### src/ledblk_pkg.sv
// Shared types and constants for the LED duty and error code blinker.
package ledblk_pkg;

  // Register indexes on the configuration port
  localparam logic [1:0] REG_DUTY     = 2'd0;
  localparam logic [1:0] REG_CYCLE    = 2'd1;
  localparam logic [1:0] REG_IDENTIFY = 2'd2;

  // Register reset values
  localparam logic [6:0]  DUTY_RST  = 7'd10;
  localparam logic [15:0] CYCLE_RST = 16'd500;

  // Full duty in percent
  localparam logic [6:0] DUTY_FULL = 7'd100;

  // Fixed timings in milliseconds
  localparam logic [15:0] IDENT_MS = 16'd100;
  localparam logic [10:0] LEAD_MS  = 11'd500;
  localparam logic [10:0] BLINK_MS = 11'd125;
  localparam logic [10:0] GAP_MS   = 11'd2000;

  // Divide by 100: floor(2^23 / 100), quotient low by at most one
  localparam int unsigned RECIP_SHIFT = 23;
  localparam logic [16:0] RECIP_100   = 17'd83886;

  // Cycles from a register write until the phase lengths are settled
  localparam logic [1:0] LEN_LAT = 2'd3;

  typedef struct packed {
    logic [6:0]  duty;
    logic [15:0] cycle;
    logic        identify;
  } cfg_t;

  typedef struct packed {
    logic [15:0] on_len;
    logic [15:0] off_len;
  } len_t;

  typedef struct packed {
    logic       action;
    logic [3:0] error_code;
    logic [7:0] repeat_count;
  } item_t;

  typedef struct packed {
    logic led_on;
    logic code_busy;
  } res_t;

endpackage

### src/ledblk_len_calc.sv
// Phase length pipeline: cycle * duty / 100 for the on phase and cycle * (100 - duty) / 100 for the off phase.
module ledblk_len_calc (
  input  logic                clk,
  input  logic                rst_n,
  input  logic                start,
  input  ledblk_pkg::cfg_t    cfg,
  output ledblk_pkg::len_t    len,
  output logic                busy
);

  logic [6:0]  duty_on;
  logic [6:0]  duty_off;
  logic [22:0] prod_on_r;
  logic [22:0] prod_off_r;
  logic [22:0] x_on_r;
  logic [22:0] x_off_r;
  logic [39:0] rq_on;
  logic [39:0] rq_off;
  logic [15:0] q0_on_r;
  logic [15:0] q0_off_r;
  logic [23:0] rem_on;
  logic [23:0] rem_off;
  logic [15:0] on_len_r;
  logic [15:0] off_len_r;
  logic [1:0]  cnt_r;
  logic [1:0]  cnt_nxt;

  // Clamp duty to full scale and split into on and off shares
  assign duty_on  = (cfg.duty > ledblk_pkg::DUTY_FULL) ? ledblk_pkg::DUTY_FULL : cfg.duty;
  assign duty_off = ledblk_pkg::DUTY_FULL - duty_on;

  // Stage 1: scale the cycle by each share
  always_ff @(posedge clk) begin
    prod_on_r  <= 23'(cfg.cycle) * 23'(duty_on);
    prod_off_r <= 23'(cfg.cycle) * 23'(duty_off);
  end

  // Stage 2: estimate quotient by reciprocal multiply
  assign rq_on  = 40'(prod_on_r) * 40'(ledblk_pkg::RECIP_100);
  assign rq_off = 40'(prod_off_r) * 40'(ledblk_pkg::RECIP_100);

  always_ff @(posedge clk) begin
    x_on_r   <= prod_on_r;
    x_off_r  <= prod_off_r;
    q0_on_r  <= rq_on[ledblk_pkg::RECIP_SHIFT +: 16];
    q0_off_r <= rq_off[ledblk_pkg::RECIP_SHIFT +: 16];
  end

  // Stage 3: fix up the estimate with one compare
  assign rem_on  = 24'(x_on_r) - 24'(q0_on_r) * 24'(ledblk_pkg::DUTY_FULL);
  assign rem_off = 24'(x_off_r) - 24'(q0_off_r) * 24'(ledblk_pkg::DUTY_FULL);

  always_ff @(posedge clk) begin
    on_len_r  <= q0_on_r + 16'(rem_on >= 24'(ledblk_pkg::DUTY_FULL));
    off_len_r <= q0_off_r + 16'(rem_off >= 24'(ledblk_pkg::DUTY_FULL));
  end

  assign len.on_len  = on_len_r;
  assign len.off_len = off_len_r;

  // Count down until the pipeline holds lengths for the current registers
  always_comb begin
    cnt_nxt = cnt_r;
    if (start) begin
      cnt_nxt = ledblk_pkg::LEN_LAT;
    end else if (cnt_r != 2'd0) begin
      cnt_nxt = cnt_r - 2'd1;
    end
  end

  always_ff @(posedge clk) begin
    if (!rst_n) begin
      cnt_r <= ledblk_pkg::LEN_LAT;
    end else begin
      cnt_r <= cnt_nxt;
    end
  end

  assign busy = (cnt_r != 2'd0);

endmodule

### src/ledblk_core.sv
// Blink state: normal duty blink, identify blink and error code player.
module ledblk_core (
  input  logic                clk,
  input  logic                rst_n,
  input  logic                fire,
  input  ledblk_pkg::item_t   item,
  input  ledblk_pkg::cfg_t    cfg,
  input  ledblk_pkg::len_t    len,
  output ledblk_pkg::res_t    res
);

  localparam logic [1:0] ST_LEAD  = 2'd0;
  localparam logic [1:0] ST_ON    = 2'd1;
  localparam logic [1:0] ST_OFF   = 2'd2;
  localparam logic [1:0] ST_GAP   = 2'd3;

  logic        led_r,    led_nxt;
  logic [15:0] phase_r,  phase_nxt;
  logic        act_r,    act_nxt;
  logic [1:0]  stage_r,  stage_nxt;
  logic [3:0]  blinks_r, blinks_nxt;
  logic [3:0]  left_r,   left_nxt;
  logic [7:0]  reps_r,   reps_nxt;
  logic [10:0] ctim_r,   ctim_nxt;
  logic        grp_go;
  logic        duty_zero;
  logic        duty_full;
  logic [15:0] plen;

  assign duty_zero = (cfg.duty == 7'd0);
  assign duty_full = (cfg.duty >= ledblk_pkg::DUTY_FULL);

  always_comb begin
    led_nxt    = led_r;
    phase_nxt  = phase_r;
    act_nxt    = act_r;
    stage_nxt  = stage_r;
    blinks_nxt = blinks_r;
    left_nxt   = left_r;
    reps_nxt   = reps_r;
    ctim_nxt   = ctim_r;
    grp_go     = 1'b0;
    plen       = phase_r;

    if (item.action) begin
      // Start: load the lead pause with the LED off
      act_nxt    = 1'b1;
      stage_nxt  = ST_LEAD;
      blinks_nxt = item.error_code;
      left_nxt   = 4'd0;
      reps_nxt   = item.repeat_count;
      ctim_nxt   = ledblk_pkg::LEAD_MS;
      led_nxt    = 1'b0;
    end else if (act_r) begin
      // Advance the error code sequence
      if (ctim_r > 11'd1) begin
        ctim_nxt = ctim_r - 11'd1;
      end else begin
        unique case (stage_r)
          ST_LEAD: begin
            grp_go = 1'b1;
          end
          ST_ON: begin
            led_nxt   = 1'b0;
            stage_nxt = ST_OFF;
            ctim_nxt  = ledblk_pkg::BLINK_MS;
          end
          ST_OFF: begin
            if (left_r != 4'd0) begin
              left_nxt = left_r - 4'd1;
            end
            if (left_nxt != 4'd0) begin
              led_nxt   = 1'b1;
              stage_nxt = ST_ON;
              ctim_nxt  = ledblk_pkg::BLINK_MS;
            end else begin
              stage_nxt = ST_GAP;
              ctim_nxt  = ledblk_pkg::GAP_MS;
            end
          end
          default: begin
            if (reps_r != 8'd0) begin
              reps_nxt = reps_r - 8'd1;
            end
            grp_go = 1'b1;
          end
        endcase
        // Open the next blink group or a bare gap, or finish the sequence
        if (grp_go) begin
          priority if (reps_nxt == 8'd0) begin
            act_nxt   = 1'b0;
            stage_nxt = ST_LEAD;
            ctim_nxt  = 11'd0;
            led_nxt   = 1'b0;
            phase_nxt = 16'd0;
          end else if (blinks_r != 4'd0) begin
            stage_nxt = ST_ON;
            left_nxt  = blinks_r;
            led_nxt   = 1'b1;
            ctim_nxt  = ledblk_pkg::BLINK_MS;
          end else begin
            stage_nxt = ST_GAP;
            led_nxt   = 1'b0;
            ctim_nxt  = ledblk_pkg::GAP_MS;
          end
        end
      end
    end else if (phase_r <= 16'd1) begin
      // Switch the normal blink phase
      if (!led_r) begin
        priority if (cfg.identify) begin
          led_nxt = 1'b1;
          plen    = ledblk_pkg::IDENT_MS;
        end else if (duty_zero) begin
          plen = cfg.cycle;
        end else if (duty_full) begin
          led_nxt = 1'b1;
          plen    = cfg.cycle;
        end else begin
          led_nxt = 1'b1;
          plen    = len.on_len;
        end
      end else begin
        priority if (cfg.identify) begin
          led_nxt = 1'b0;
          plen    = ledblk_pkg::IDENT_MS;
        end else if (duty_full) begin
          plen = cfg.cycle;
        end else if (duty_zero) begin
          led_nxt = 1'b0;
          plen    = cfg.cycle;
        end else begin
          led_nxt = 1'b0;
          plen    = len.off_len;
        end
      end
      phase_nxt = (plen == 16'd0) ? 16'd1 : plen;
    end else begin
      phase_nxt = phase_r - 16'd1;
    end
  end

  // Hold state between words
  always_ff @(posedge clk) begin
    if (!rst_n) begin
      led_r    <= 1'b0;
      phase_r  <= 16'd0;
      act_r    <= 1'b0;
      stage_r  <= ST_LEAD;
      blinks_r <= 4'd0;
      left_r   <= 4'd0;
      reps_r   <= 8'd0;
      ctim_r   <= 11'd0;
    end else if (fire) begin
      led_r    <= led_nxt;
      phase_r  <= phase_nxt;
      act_r    <= act_nxt;
      stage_r  <= stage_nxt;
      blinks_r <= blinks_nxt;
      left_r   <= left_nxt;
      reps_r   <= reps_nxt;
      ctim_r   <= ctim_nxt;
    end
  end

  assign res.led_on    = led_nxt;
  assign res.code_busy = act_nxt;

endmodule

### src/led_duty_and_error_code_blinker.sv
// Top level of the LED duty and error code blinker.
// Each input word is either a 1 ms tick or the start of an error code
// sequence, and each gives one output word with the LED level and the
// code-busy flag. Words flow at one per clock while in_stall and out_stall
// stay low: a word is held in the input register, the blink state updates as
// it moves to the output register, and a new word is taken while a result
// waits. After reset and after each register write, in_stall stays high
// while the three-stage multiply pipeline recomputes the on and off phase
// lengths. Registers: 0 duty percent, 1 cycle length in ms, 2 identify.
module led_duty_and_error_code_blinker (
  input  logic        clk,
  input  logic        rst_n,
  input  logic        in_valid,
  output logic        in_stall,
  input  logic        in_action,
  input  logic [3:0]  in_error_code,
  input  logic [7:0]  in_repeat_count,
  output logic        out_valid,
  input  logic        out_stall,
  output logic        out_led_on,
  output logic        out_code_busy,
  input  logic        cfg_valid,
  output logic        cfg_ready,
  input  logic [1:0]  cfg_index,
  input  logic [15:0] cfg_wdata
);

  ledblk_pkg::cfg_t  cfg_r;
  ledblk_pkg::len_t  len;
  ledblk_pkg::item_t item_r;
  ledblk_pkg::res_t  res;
  ledblk_pkg::res_t  res_r;
  logic              cfg_wr;
  logic              calc_busy;
  logic              in_vld_r;
  logic              in_take;
  logic              fire;
  logic              out_vld_r;

  // Configuration registers
  assign cfg_ready = 1'b1;
  assign cfg_wr    = cfg_valid && cfg_ready;

  always_ff @(posedge clk) begin
    if (!rst_n) begin
      cfg_r.duty     <= ledblk_pkg::DUTY_RST;
      cfg_r.cycle    <= ledblk_pkg::CYCLE_RST;
      cfg_r.identify <= 1'b0;
    end else if (cfg_wr) begin
      unique case (cfg_index)
        ledblk_pkg::REG_DUTY:     cfg_r.duty     <= cfg_wdata[6:0];
        ledblk_pkg::REG_CYCLE:    cfg_r.cycle    <= cfg_wdata;
        ledblk_pkg::REG_IDENTIFY: cfg_r.identify <= cfg_wdata[0];
        default: ;
      endcase
    end
  end

  ledblk_len_calc u_len (
    .clk   (clk),
    .rst_n (rst_n),
    .start (cfg_wr),
    .cfg   (cfg_r),
    .len   (len),
    .busy  (calc_busy)
  );

  // Move a word from the input register when the output register frees up
  assign fire     = in_vld_r && (!out_vld_r || !out_stall);
  assign in_stall = calc_busy || (in_vld_r && !fire);
  assign in_take  = in_valid && !in_stall;

  always_ff @(posedge clk) begin
    if (!rst_n) begin
      in_vld_r <= 1'b0;
    end else if (in_take) begin
      in_vld_r <= 1'b1;
    end else if (fire) begin
      in_vld_r <= 1'b0;
    end
  end

  always_ff @(posedge clk) begin
    if (in_take) begin
      item_r.action       <= in_action;
      item_r.error_code   <= in_error_code;
      item_r.repeat_count <= in_repeat_count;
    end
  end

  ledblk_core u_core (
    .clk   (clk),
    .rst_n (rst_n),
    .fire  (fire),
    .item  (item_r),
    .cfg   (cfg_r),
    .len   (len),
    .res   (res)
  );

  // Output register: hold the result until taken
  always_ff @(posedge clk) begin
    if (!rst_n) begin
      out_vld_r <= 1'b0;
    end else if (fire) begin
      out_vld_r <= 1'b1;
    end else if (!out_stall) begin
      out_vld_r <= 1'b0;
    end
  end

  always_ff @(posedge clk) begin
    if (fire) begin
      res_r <= res;
    end
  end

  assign out_valid     = out_vld_r;
  assign out_led_on    = res_r.led_on;
  assign out_code_busy = res_r.code_busy;

endmodule

### config.mk
export PLATFORM = sky130hd
export DESIGN_NAME = led_duty_and_error_code_blinker
export DESIGN_NICKNAME = d
export VERILOG_FILES = /design/src/ledblk_pkg.sv /design/src/ledblk_len_calc.sv /design/src/ledblk_core.sv /design/src/led_duty_and_error_code_blinker.sv
export SDC_FILE = /design/constraint.sdc
export NUM_CORES = 2
export LEC_CHECK = 0
export BUFFER_PORTS_ARGS = -buffer_cell sky130_fd_sc_hd__buf_4
export CAP_MARGIN = 20
export CORE_MARGIN = 2
export CORE_UTILIZATION = 50
export CTS_CLUSTER_DIAMETER = 40
export DETAILED_ROUTE_END_ITERATION = 8
export PLACE_DENSITY = 0.66
export SKIP_CTS_REPAIR_TIMING = 1
export SYNTH_ARGS = -nofsm -noshare
export SYNTH_HDL_FRONTEND = slang
export SYNTH_SLANG_ARGS = --single-unit
### constraint.sdc
create_clock -name clk -period 9.01 [get_ports clk]
set_input_delay 1.3515 -clock clk [delete_from_list [all_inputs] [get_ports clk]]
set_output_delay 1.3515 -clock clk [all_outputs]
set_load 0.01 [all_outputs]
; Word-level counts from Yosys, hierarchy flattened
; Cells that the tools add are included.
[word_totals]
register_bits = 246
latch_bits = 0
ramBits = 0
rom_bits = 0
in_bits = 36
out_inout_bits = 5
elab_cells = 174
mem_count = 0
[op_classes]
n_addsub = 10
n_mul = 6
div = 0
magnitude_cmp = 6
n_eq_ne = 9
shift = 0
n_mux = 80
bitwise = 2
reduce_logical = 34
[ops]
columns = op, n
row1 = 16-bit 2-to-1 mux, 16
row2 = 11-bit 2-to-1 mux, 7
row3 = "23-bit by 16-bit multiplier with 38-bit output, second input constant", 2
row4 = 8-bit 2-to-1 mux, 8
row5 = "24-bit by 7-bit greater-or-equal comparator with 1-bit output, second input constant", 2
row6 = 4-bit 2-to-1 mux, 12
row7 = 23-bit by 23-bit subtractor with 24-bit output, 2
row8 = 16-bit by 7-bit multiplier with 23-bit output, 2
row9 = "16-bit by 5-bit multiplier with 21-bit output, second input constant", 2
row10 = 16-bit by 1-bit adder with 16-bit output, 2
row11 = 1-bit 2-to-1 mux, 26
row12 = 11-bit one-hot mux with 2 select lines, 1
row13 = "16-bit by 1-bit less-or-equal comparator with 1-bit output, second input constant", 1
row14 = 16-bit logical NOT, 1
row15 = 4-bit nonzero test, 4
row16 = "16-bit by 1-bit subtractor with 16-bit output, second input constant", 1
row17 = 2-bit 2-to-1 mux, 7
row18 = "11-bit by 1-bit > comparator with 1-bit output, second input constant", 1
row19 = "11-bit by 1-bit subtractor with 11-bit output, second input constant", 1
row20 = 8-bit logical NOT, 1
row21 = "2-bit != test, second input constant", 4
row22 = 2-bit AND reduction, 4
row23 = 8-bit nonzero test, 1
row24 = "8-bit by 1-bit subtractor with 8-bit output, second input constant", 1
row25 = 24 further kinds, 38

; Depth between registers and ports, before layout
[logic_depth]
depth_word = 13
mapped_depth = 30

; By module
; From an unflattened synthesis, not the netlist that was laid out.
[hier_totals]
hier_cells = 3676
hier_area_um2 = 34383.0
[by_module_without_submodules]
columns = module, n_inst, cells_each, area_each_um2
row1 = ledblk_len_calc, 1, 3015, 28994.1
row2 = ledblk_core, 1, 528, 3821.2
row3 = led_duty_and_error_code_blinker, 1, 133, 1567.8

; Least setup slack after synthesis
; OpenSTA, ideal clock, no wires.
[synth_path]
path_type = register to register
start = register cfg_r[19] in the netlist's numbering
end = register u_len.prod_off_r[20]
setup_ps = 118
t_arrival_ps = 6509
slack_ps = 2383
stages_incl_launch_ff = 30
path_buffers = 3
synth_period_minus_slack_ps = 6627
cell_sequence = dfxtp_1 -> or3_1 -> nand3_1 -> clkbuf_1 -> and2_1 -> clkbuf_1 -> inv_1 -> ha_1 -> inv_1 -> a21oi_1 -> xnor2_1 -> clkbuf_1 -> nand2_1 -> fa_1 -> fa_1 -> inv_1 -> fa_1 -> inv_1 -> fa_1 -> inv_1 -> ha_1 -> inv_1 -> o21a_1 -> o41ai_1 -> nand3_1 -> o2bb2ai_1 -> o21ai_0 -> a21o_1 -> a21oi_1 -> xnor2_1
[synth_between]
elab_chain_cells = 4
[synth_lines]
columns = element, line_no
row1 = from (decl), led_duty_and_error_code_blinker.sv:28  ; ledblk_pkg::cfg_t cfg_r;
row2 = 7-bit > comparator, ledblk_len_calc.sv:29  ; assign duty_on = (cfg.duty > ledblk_pkg::DUTY_FULL) ? ledblk_pkg::DUTY_FULL : cfg.duty;
row3 = 7-bit 2-to-1 mux *, ledblk_len_calc.sv:29
row4 = 7-bit subtractor *, ledblk_len_calc.sv:30  ; assign duty_off = ledblk_pkg::DUTY_FULL - duty_on;
row5 = 16-bit by 7-bit multiplier with 23-bit output *, ledblk_len_calc.sv:35  ; prod_off_r <= 23'(cfg.cycle) * 23'(duty_off);
row6 = to (signal assigned), ledblk_len_calc.sv:35
row7 = to (decl), ledblk_len_calc.sv:14  ; logic [22:0] prod_off_r;
; Mark *: on every way between the ends. The rest lies on a longest branch, timed or not.
; A chain may end at the register's enable or synchronous reset.

; Worst setup path in the final report
[layout_path]
start = register cfg_r[23] in the netlist's numbering
end = register u_len.prod_off_r[20]
; Same word-level chain as after synthesis.

==> flow_results.org <==
** Floorplan
- Number of standard-cell rows in the floorplan :: 95
- The die is 264 um tall.
- Die Wd :: 264 um
- The total area inside the core boundary comes to between 60000 and 70000 um^2.
- Ports :: 41
- Starting Density :: 0.504
- The die covers 69800 um^2.

** Global route
- The via count of the first global-routing pass came to about 25000.
- Number of antenna violations at the first check in global routing :: 0
- Across every metal layer, demand over resource in global routing totals 0.230.
- Overflow after GRT :: 0
- Global-route wire length before repair :: 130000 um
- Pin count of the biggest net entering global routing :: 63

** STA
- Final hold violation count :: 0
- The worst pin sits at a relative slew slack of 0.335.
- Setup repair after global routing left no endpoint under its margin.
- Part of the cycle the worst path needs :: 0.826
- Worst Hold Margin :: 0.480 ns
- At the pin with the least slew margin, the transition time is 0.985 ns.
- Static timing analysis puts the maximum clock frequency at around 130 MHz.
- Final count of negative-setup-slack endpoints :: 0
- Largest clock skew in the final design :: 0.0196 ns
- The number of slew-limit violations in the final report was 0.
- Sum of negative setup slack :: 0 ns
- For the finished layout, the period the worst path requires is 7.44 ns.

** Logic synthesis
- Of the total synthesized cell area, the portion taken by AND, OR, NAND and NOR gates is 0.117.
- Top flip-flop cell by instance count after synthesis :: sky130_fd_sc_hd__dfxtp_1
- Sorting the synthesized cells by how often they occur yields sky130_fd_sc_hd__inv_1, sky130_fd_sc_hd__ha_1, sky130_fd_sc_hd__fa_1.
- Sorting the synthesized cells by area gives the leading types as sky130_fd_sc_hd__fa_1, sky130_fd_sc_hd__ha_1, sky130_fd_sc_hd__dfxtp_1.
- Number of standard cells after synthesis :: 3635
- The synthesized design contains 15 enable-type register cells.
- Of the total synthesized cell area, the portion taken by XOR and XNOR cells is 0.0391.
- Netlist cell types :: 85
- Warning count from the yosys run :: 0
- Of the total synthesized cell area, the portion taken by full adders, half adders and majority gates is 0.501.
- Among all cell types in the netlist, the one instantiated most often is sky130_fd_sc_hd__inv_1.
- The compound-cell area share of the yosys netlist was 0.0940.
- Async set or reset register ratio after synthesis :: 0
- The portion of synthesized area spent on multiplexers is 0.0122.
- Synthesized area per cell :: approximately 9.3 um^2
- Synth Cell Area :: around 34000 um^2
- By area, the combinational part of the netlist is dominated by adder cells.
- Area share of the largest cell type after synthesis :: 0.278
- Synth Register Bits :: 241
- For this run, the register share of the synthesized area comes to 0.147.
- When the netlist entered floorplanning its net count stood at 4744.
- Cell type contributing the most total cell area after synthesis :: sky130_fd_sc_hd__fa_1

** Outcome
- The flow ran to the end, and the final reports show no timing, DRC or antenna violations.

** Hold path
- Hold path startpoint :: u_core.phase_r[10]
- The path class of the tightest hold or removal check is reg2reg.

** Layout
- Fill cells in the final layout number ~6000.
- Post-synthesis to final-layout area growth :: 8.11%
- Layout Nets :: around 4800
- In the final layout, flip-flops and latches occupy a little under 5000 um^2.
- The repair_antennas step left the layout with diodes totalling 0.
- Area of the multi-input gates :: around 26000 um^2
- Final Instance Area :: 36600 um^2
- Share of cells above drive strength 1 :: 0.0433

** Worst setup path
- STA classifies the critical path startpoint as a flop.
- Worst setup EP type :: flop
- CP Max Fanout :: 23
- The critical path starts at cfg_r[23].
- STA puts the critical path data required time at 9.45 ns.
- Startpoint of the worst-slack reg-to-reg timing path :: cfg_r[23]
- CP arrival :: roughly 7.9 ns
- Path type of the worst setup path :: reg2reg

** Detailed routing
- Remaining number of nets flagged by the antenna check after routing :: 0
- 1st-iter DRT viols :: 1307
- DR DRC count :: 0
- Summed over all layers, the routed wires come to a little under 80000 um.
- Detailed Routing Iterations Pass 1 :: 6
- Summing over every cut layer, the via total after detailed routing is 24154.
- In the final routed layout, each cell accounts on average for 17.0 um.
- Via-per-instance ratio :: approximately 5.3

** CTS
- Clock edge transition at the registers on the reported setup and hold paths :: 0.05 ns
- Maximum level of the CTS H-tree :: 2
- Latest clock arrival within the worst-skew pair :: 0.56 ns
- Number of clock sinks :: approximately 240
- The tree is rooted in a sky130_fd_sc_hd__clkbuf_16.
- Clock tree from TritonCTS :: done
- Longest Clk Path Bufs :: 3
- Counting the buffers created by CTS gives 43.

** Place
- Port buffering added 39 buffers.
- After detailed placement, the total cell area comes to 35100 um^2.
- The congestion estimate from routability-driven global placement came to 0.894.
- The HPWL after detailed placement is 63900 um.

** Flow run
- Max Cap Violations :: 0
[placed cells by master, fill, tap and decap left out, types with 6 or more instances in the layout]
| cell type | Yosys | layout |
|---|---|---|
| sky130_fd_sc_hd__nor2_1 | 141 | 141 |
| sky130_fd_sc_hd__or3_1 | 13 | 13 |
| sky130_fd_sc_hd__a211oi_1 | 26 | 26 |
| sky130_fd_sc_hd__and3_1 | 39 | 39 |
| sky130_fd_sc_hd__nor3_1 | 52 | 52 |
| sky130_fd_sc_hd__o21bai_1 | 16 | 16 |
| sky130_fd_sc_hd__nand2b_1 | 31 | 31 |
| sky130_fd_sc_hd__a21o_1 | 27 | 27 |
| sky130_fd_sc_hd__a2111oi_0 | 8 | 8 |
| sky130_fd_sc_hd__nand3_1 | 68 | 68 |
| sky130_fd_sc_hd__o21ai_0 | 96 | 96 |
| sky130_fd_sc_hd__o21a_1 | 16 | 16 |
| sky130_fd_sc_hd__ha_1 | 603 | 603 |
| sky130_fd_sc_hd__xor2_1 | 40 | 40 |
| sky130_fd_sc_hd__o211ai_1 | 13 | 13 |
| sky130_fd_sc_hd__mux2i_1 | 39 | 39 |
| sky130_fd_sc_hd__edfxtp_1 | 15 | 15 |
| sky130_fd_sc_hd__xnor2_1 | 111 | 111 |
| sky130_fd_sc_hd__clkbuf_16 | 0 | 44 |
| sky130_fd_sc_hd__o31ai_1 | 8 | 8 |
| sky130_fd_sc_hd__inv_1 | 729 | 729 |
| sky130_fd_sc_hd__o22ai_1 | 11 | 11 |
| sky130_fd_sc_hd__nor2b_1 | 33 | 33 |
| sky130_fd_sc_hd__inv_8 | 0 | 8 |
| sky130_fd_sc_hd__or2_2 | 6 | 6 |
| sky130_fd_sc_hd__nand4_1 | 17 | 17 |
| sky130_fd_sc_hd__nand2_1 | 308 | 308 |
| sky130_fd_sc_hd__nor4_1 | 17 | 16 |
| sky130_fd_sc_hd__o21ai_1 | 11 | 11 |
| sky130_fd_sc_hd__inv_6 | 0 | 6 |
| sky130_fd_sc_hd__buf_4 | 1 | 56 |
| sky130_fd_sc_hd__a221oi_1 | 7 | 7 |
| sky130_fd_sc_hd__a31oi_1 | 15 | 15 |
| sky130_fd_sc_hd__a21oi_1 | 145 | 144 |
| sky130_fd_sc_hd__and2_1 | 71 | 71 |
| sky130_fd_sc_hd__fa_1 | 470 | 470 |
| sky130_fd_sc_hd__o2111ai_1 | 6 | 6 |
| sky130_fd_sc_hd__nor3b_1 | 10 | 10 |
| sky130_fd_sc_hd__a21boi_0 | 28 | 28 |
| sky130_fd_sc_hd__dfxtp_1 | 226 | 226 |
[state kept, by name, indices dropped and copies added, names as in the netlist, 8 cells and up]
| signal | cells |
|---|---|
| u_len.x_on_r | 21 |
| u_len.off_len_r | 16 |
| cfg_r | 24 |
| u_core.ctim_r | 11 |
| item_r | 13 |
| u_len.on_len_r | 16 |
| u_core.phase_r | 16 |
| u_core.reps_r | 8 |
| u_len.q0_off_r | 16 |
| u_len.prod_on_r | 23 |
| u_len.x_off_r | 21 |
| u_len.prod_off_r | 22 |
| u_len.q0_on_r | 16 |
[cell type report]
type / count / share of cell area
flip-flops and latches: 241 / 0.136
inverters: 729 / 0.0748
clock buffers: 49 / 0.0314
multi-input cells: 2586 / 0.706
well taps: 873 / 0.0298
repair buffers: 56 / 0.0115
clock inverters: 31 / 0.0103
[routing by layer]
layer,track usage,vias up,share of wire
li1,-,11890,-
met1,0.324,11767,0.47
met2,0.383,421,0.47
met3,0.0245,76,0.038
met4,0.0491,0,0.018
met5,0,-,0
[worst paths after layout]
path	endpoint	slack, ns	cells after the start
min	u_core.phase_r[10]	0.48	2
min reg2reg	u_core.phase_r[10]	0.48	2
max	u_len.prod_off_r[20]	1.57	26
max reg2reg	u_len.prod_off_r[20]	1.57	26
[cells by family (layout without fill, tap and decap cells)]
kind of cell,Yosys count,count (layout)
adders and majority gates,1073,1073
and+or+nand+nor,827,827
buffers and inverters,808,865
AOI/OAI and AO/OA,493,493
DFF,241,241
xor gates and xnor gates,151,151
muxes,41,41
other,1,1
[worst max-delay path: stages, from the launching register on]
cell and delay (ns):
sky130_fd_sc_hd__dfxtp_1 0.85, sky130_fd_sc_hd__nand3_1 0.61, sky130_fd_sc_hd__and2_1 0.51, sky130_fd_sc_hd__inv_1 0.10, sky130_fd_sc_hd__ha_1 0.13, sky130_fd_sc_hd__inv_1 0.08, sky130_fd_sc_hd__a21oi_1 0.16, sky130_fd_sc_hd__xnor2_1 0.14
sky130_fd_sc_hd__buf_4 0.24, sky130_fd_sc_hd__nand2_1 0.12, sky130_fd_sc_hd__fa_1 0.54, sky130_fd_sc_hd__fa_1 0.49, sky130_fd_sc_hd__inv_1 0.05, sky130_fd_sc_hd__fa_1 0.47, sky130_fd_sc_hd__inv_1 0.05, sky130_fd_sc_hd__fa_1 0.49
sky130_fd_sc_hd__inv_1 0.04, sky130_fd_sc_hd__ha_1 0.34, sky130_fd_sc_hd__inv_1 0.07, sky130_fd_sc_hd__o21a_1 0.20, sky130_fd_sc_hd__o41ai_1 0.61, sky130_fd_sc_hd__nand3_1 0.15, sky130_fd_sc_hd__o2bb2ai_1 0.21, sky130_fd_sc_hd__o21ai_0 0.31
sky130_fd_sc_hd__a21o_1 0.16, sky130_fd_sc_hd__a21oi_1 0.07, sky130_fd_sc_hd__xnor2_1 0.12
[per-stage QoR]
step	std cells	utilization	setup slack [ns]
final	4565	0.545	1.57
after global routing	4565	0.545	0.918
after CTS	4565	0.545	1.64
after detailed placement	4485	0.522	1.67
after global placement	4485	0.522	1.82
after floorplan	3635	-	2.38
Power is not shown: default switching activity piles up to over one toggle a cycle in this logic, so the estimate is an artifact.
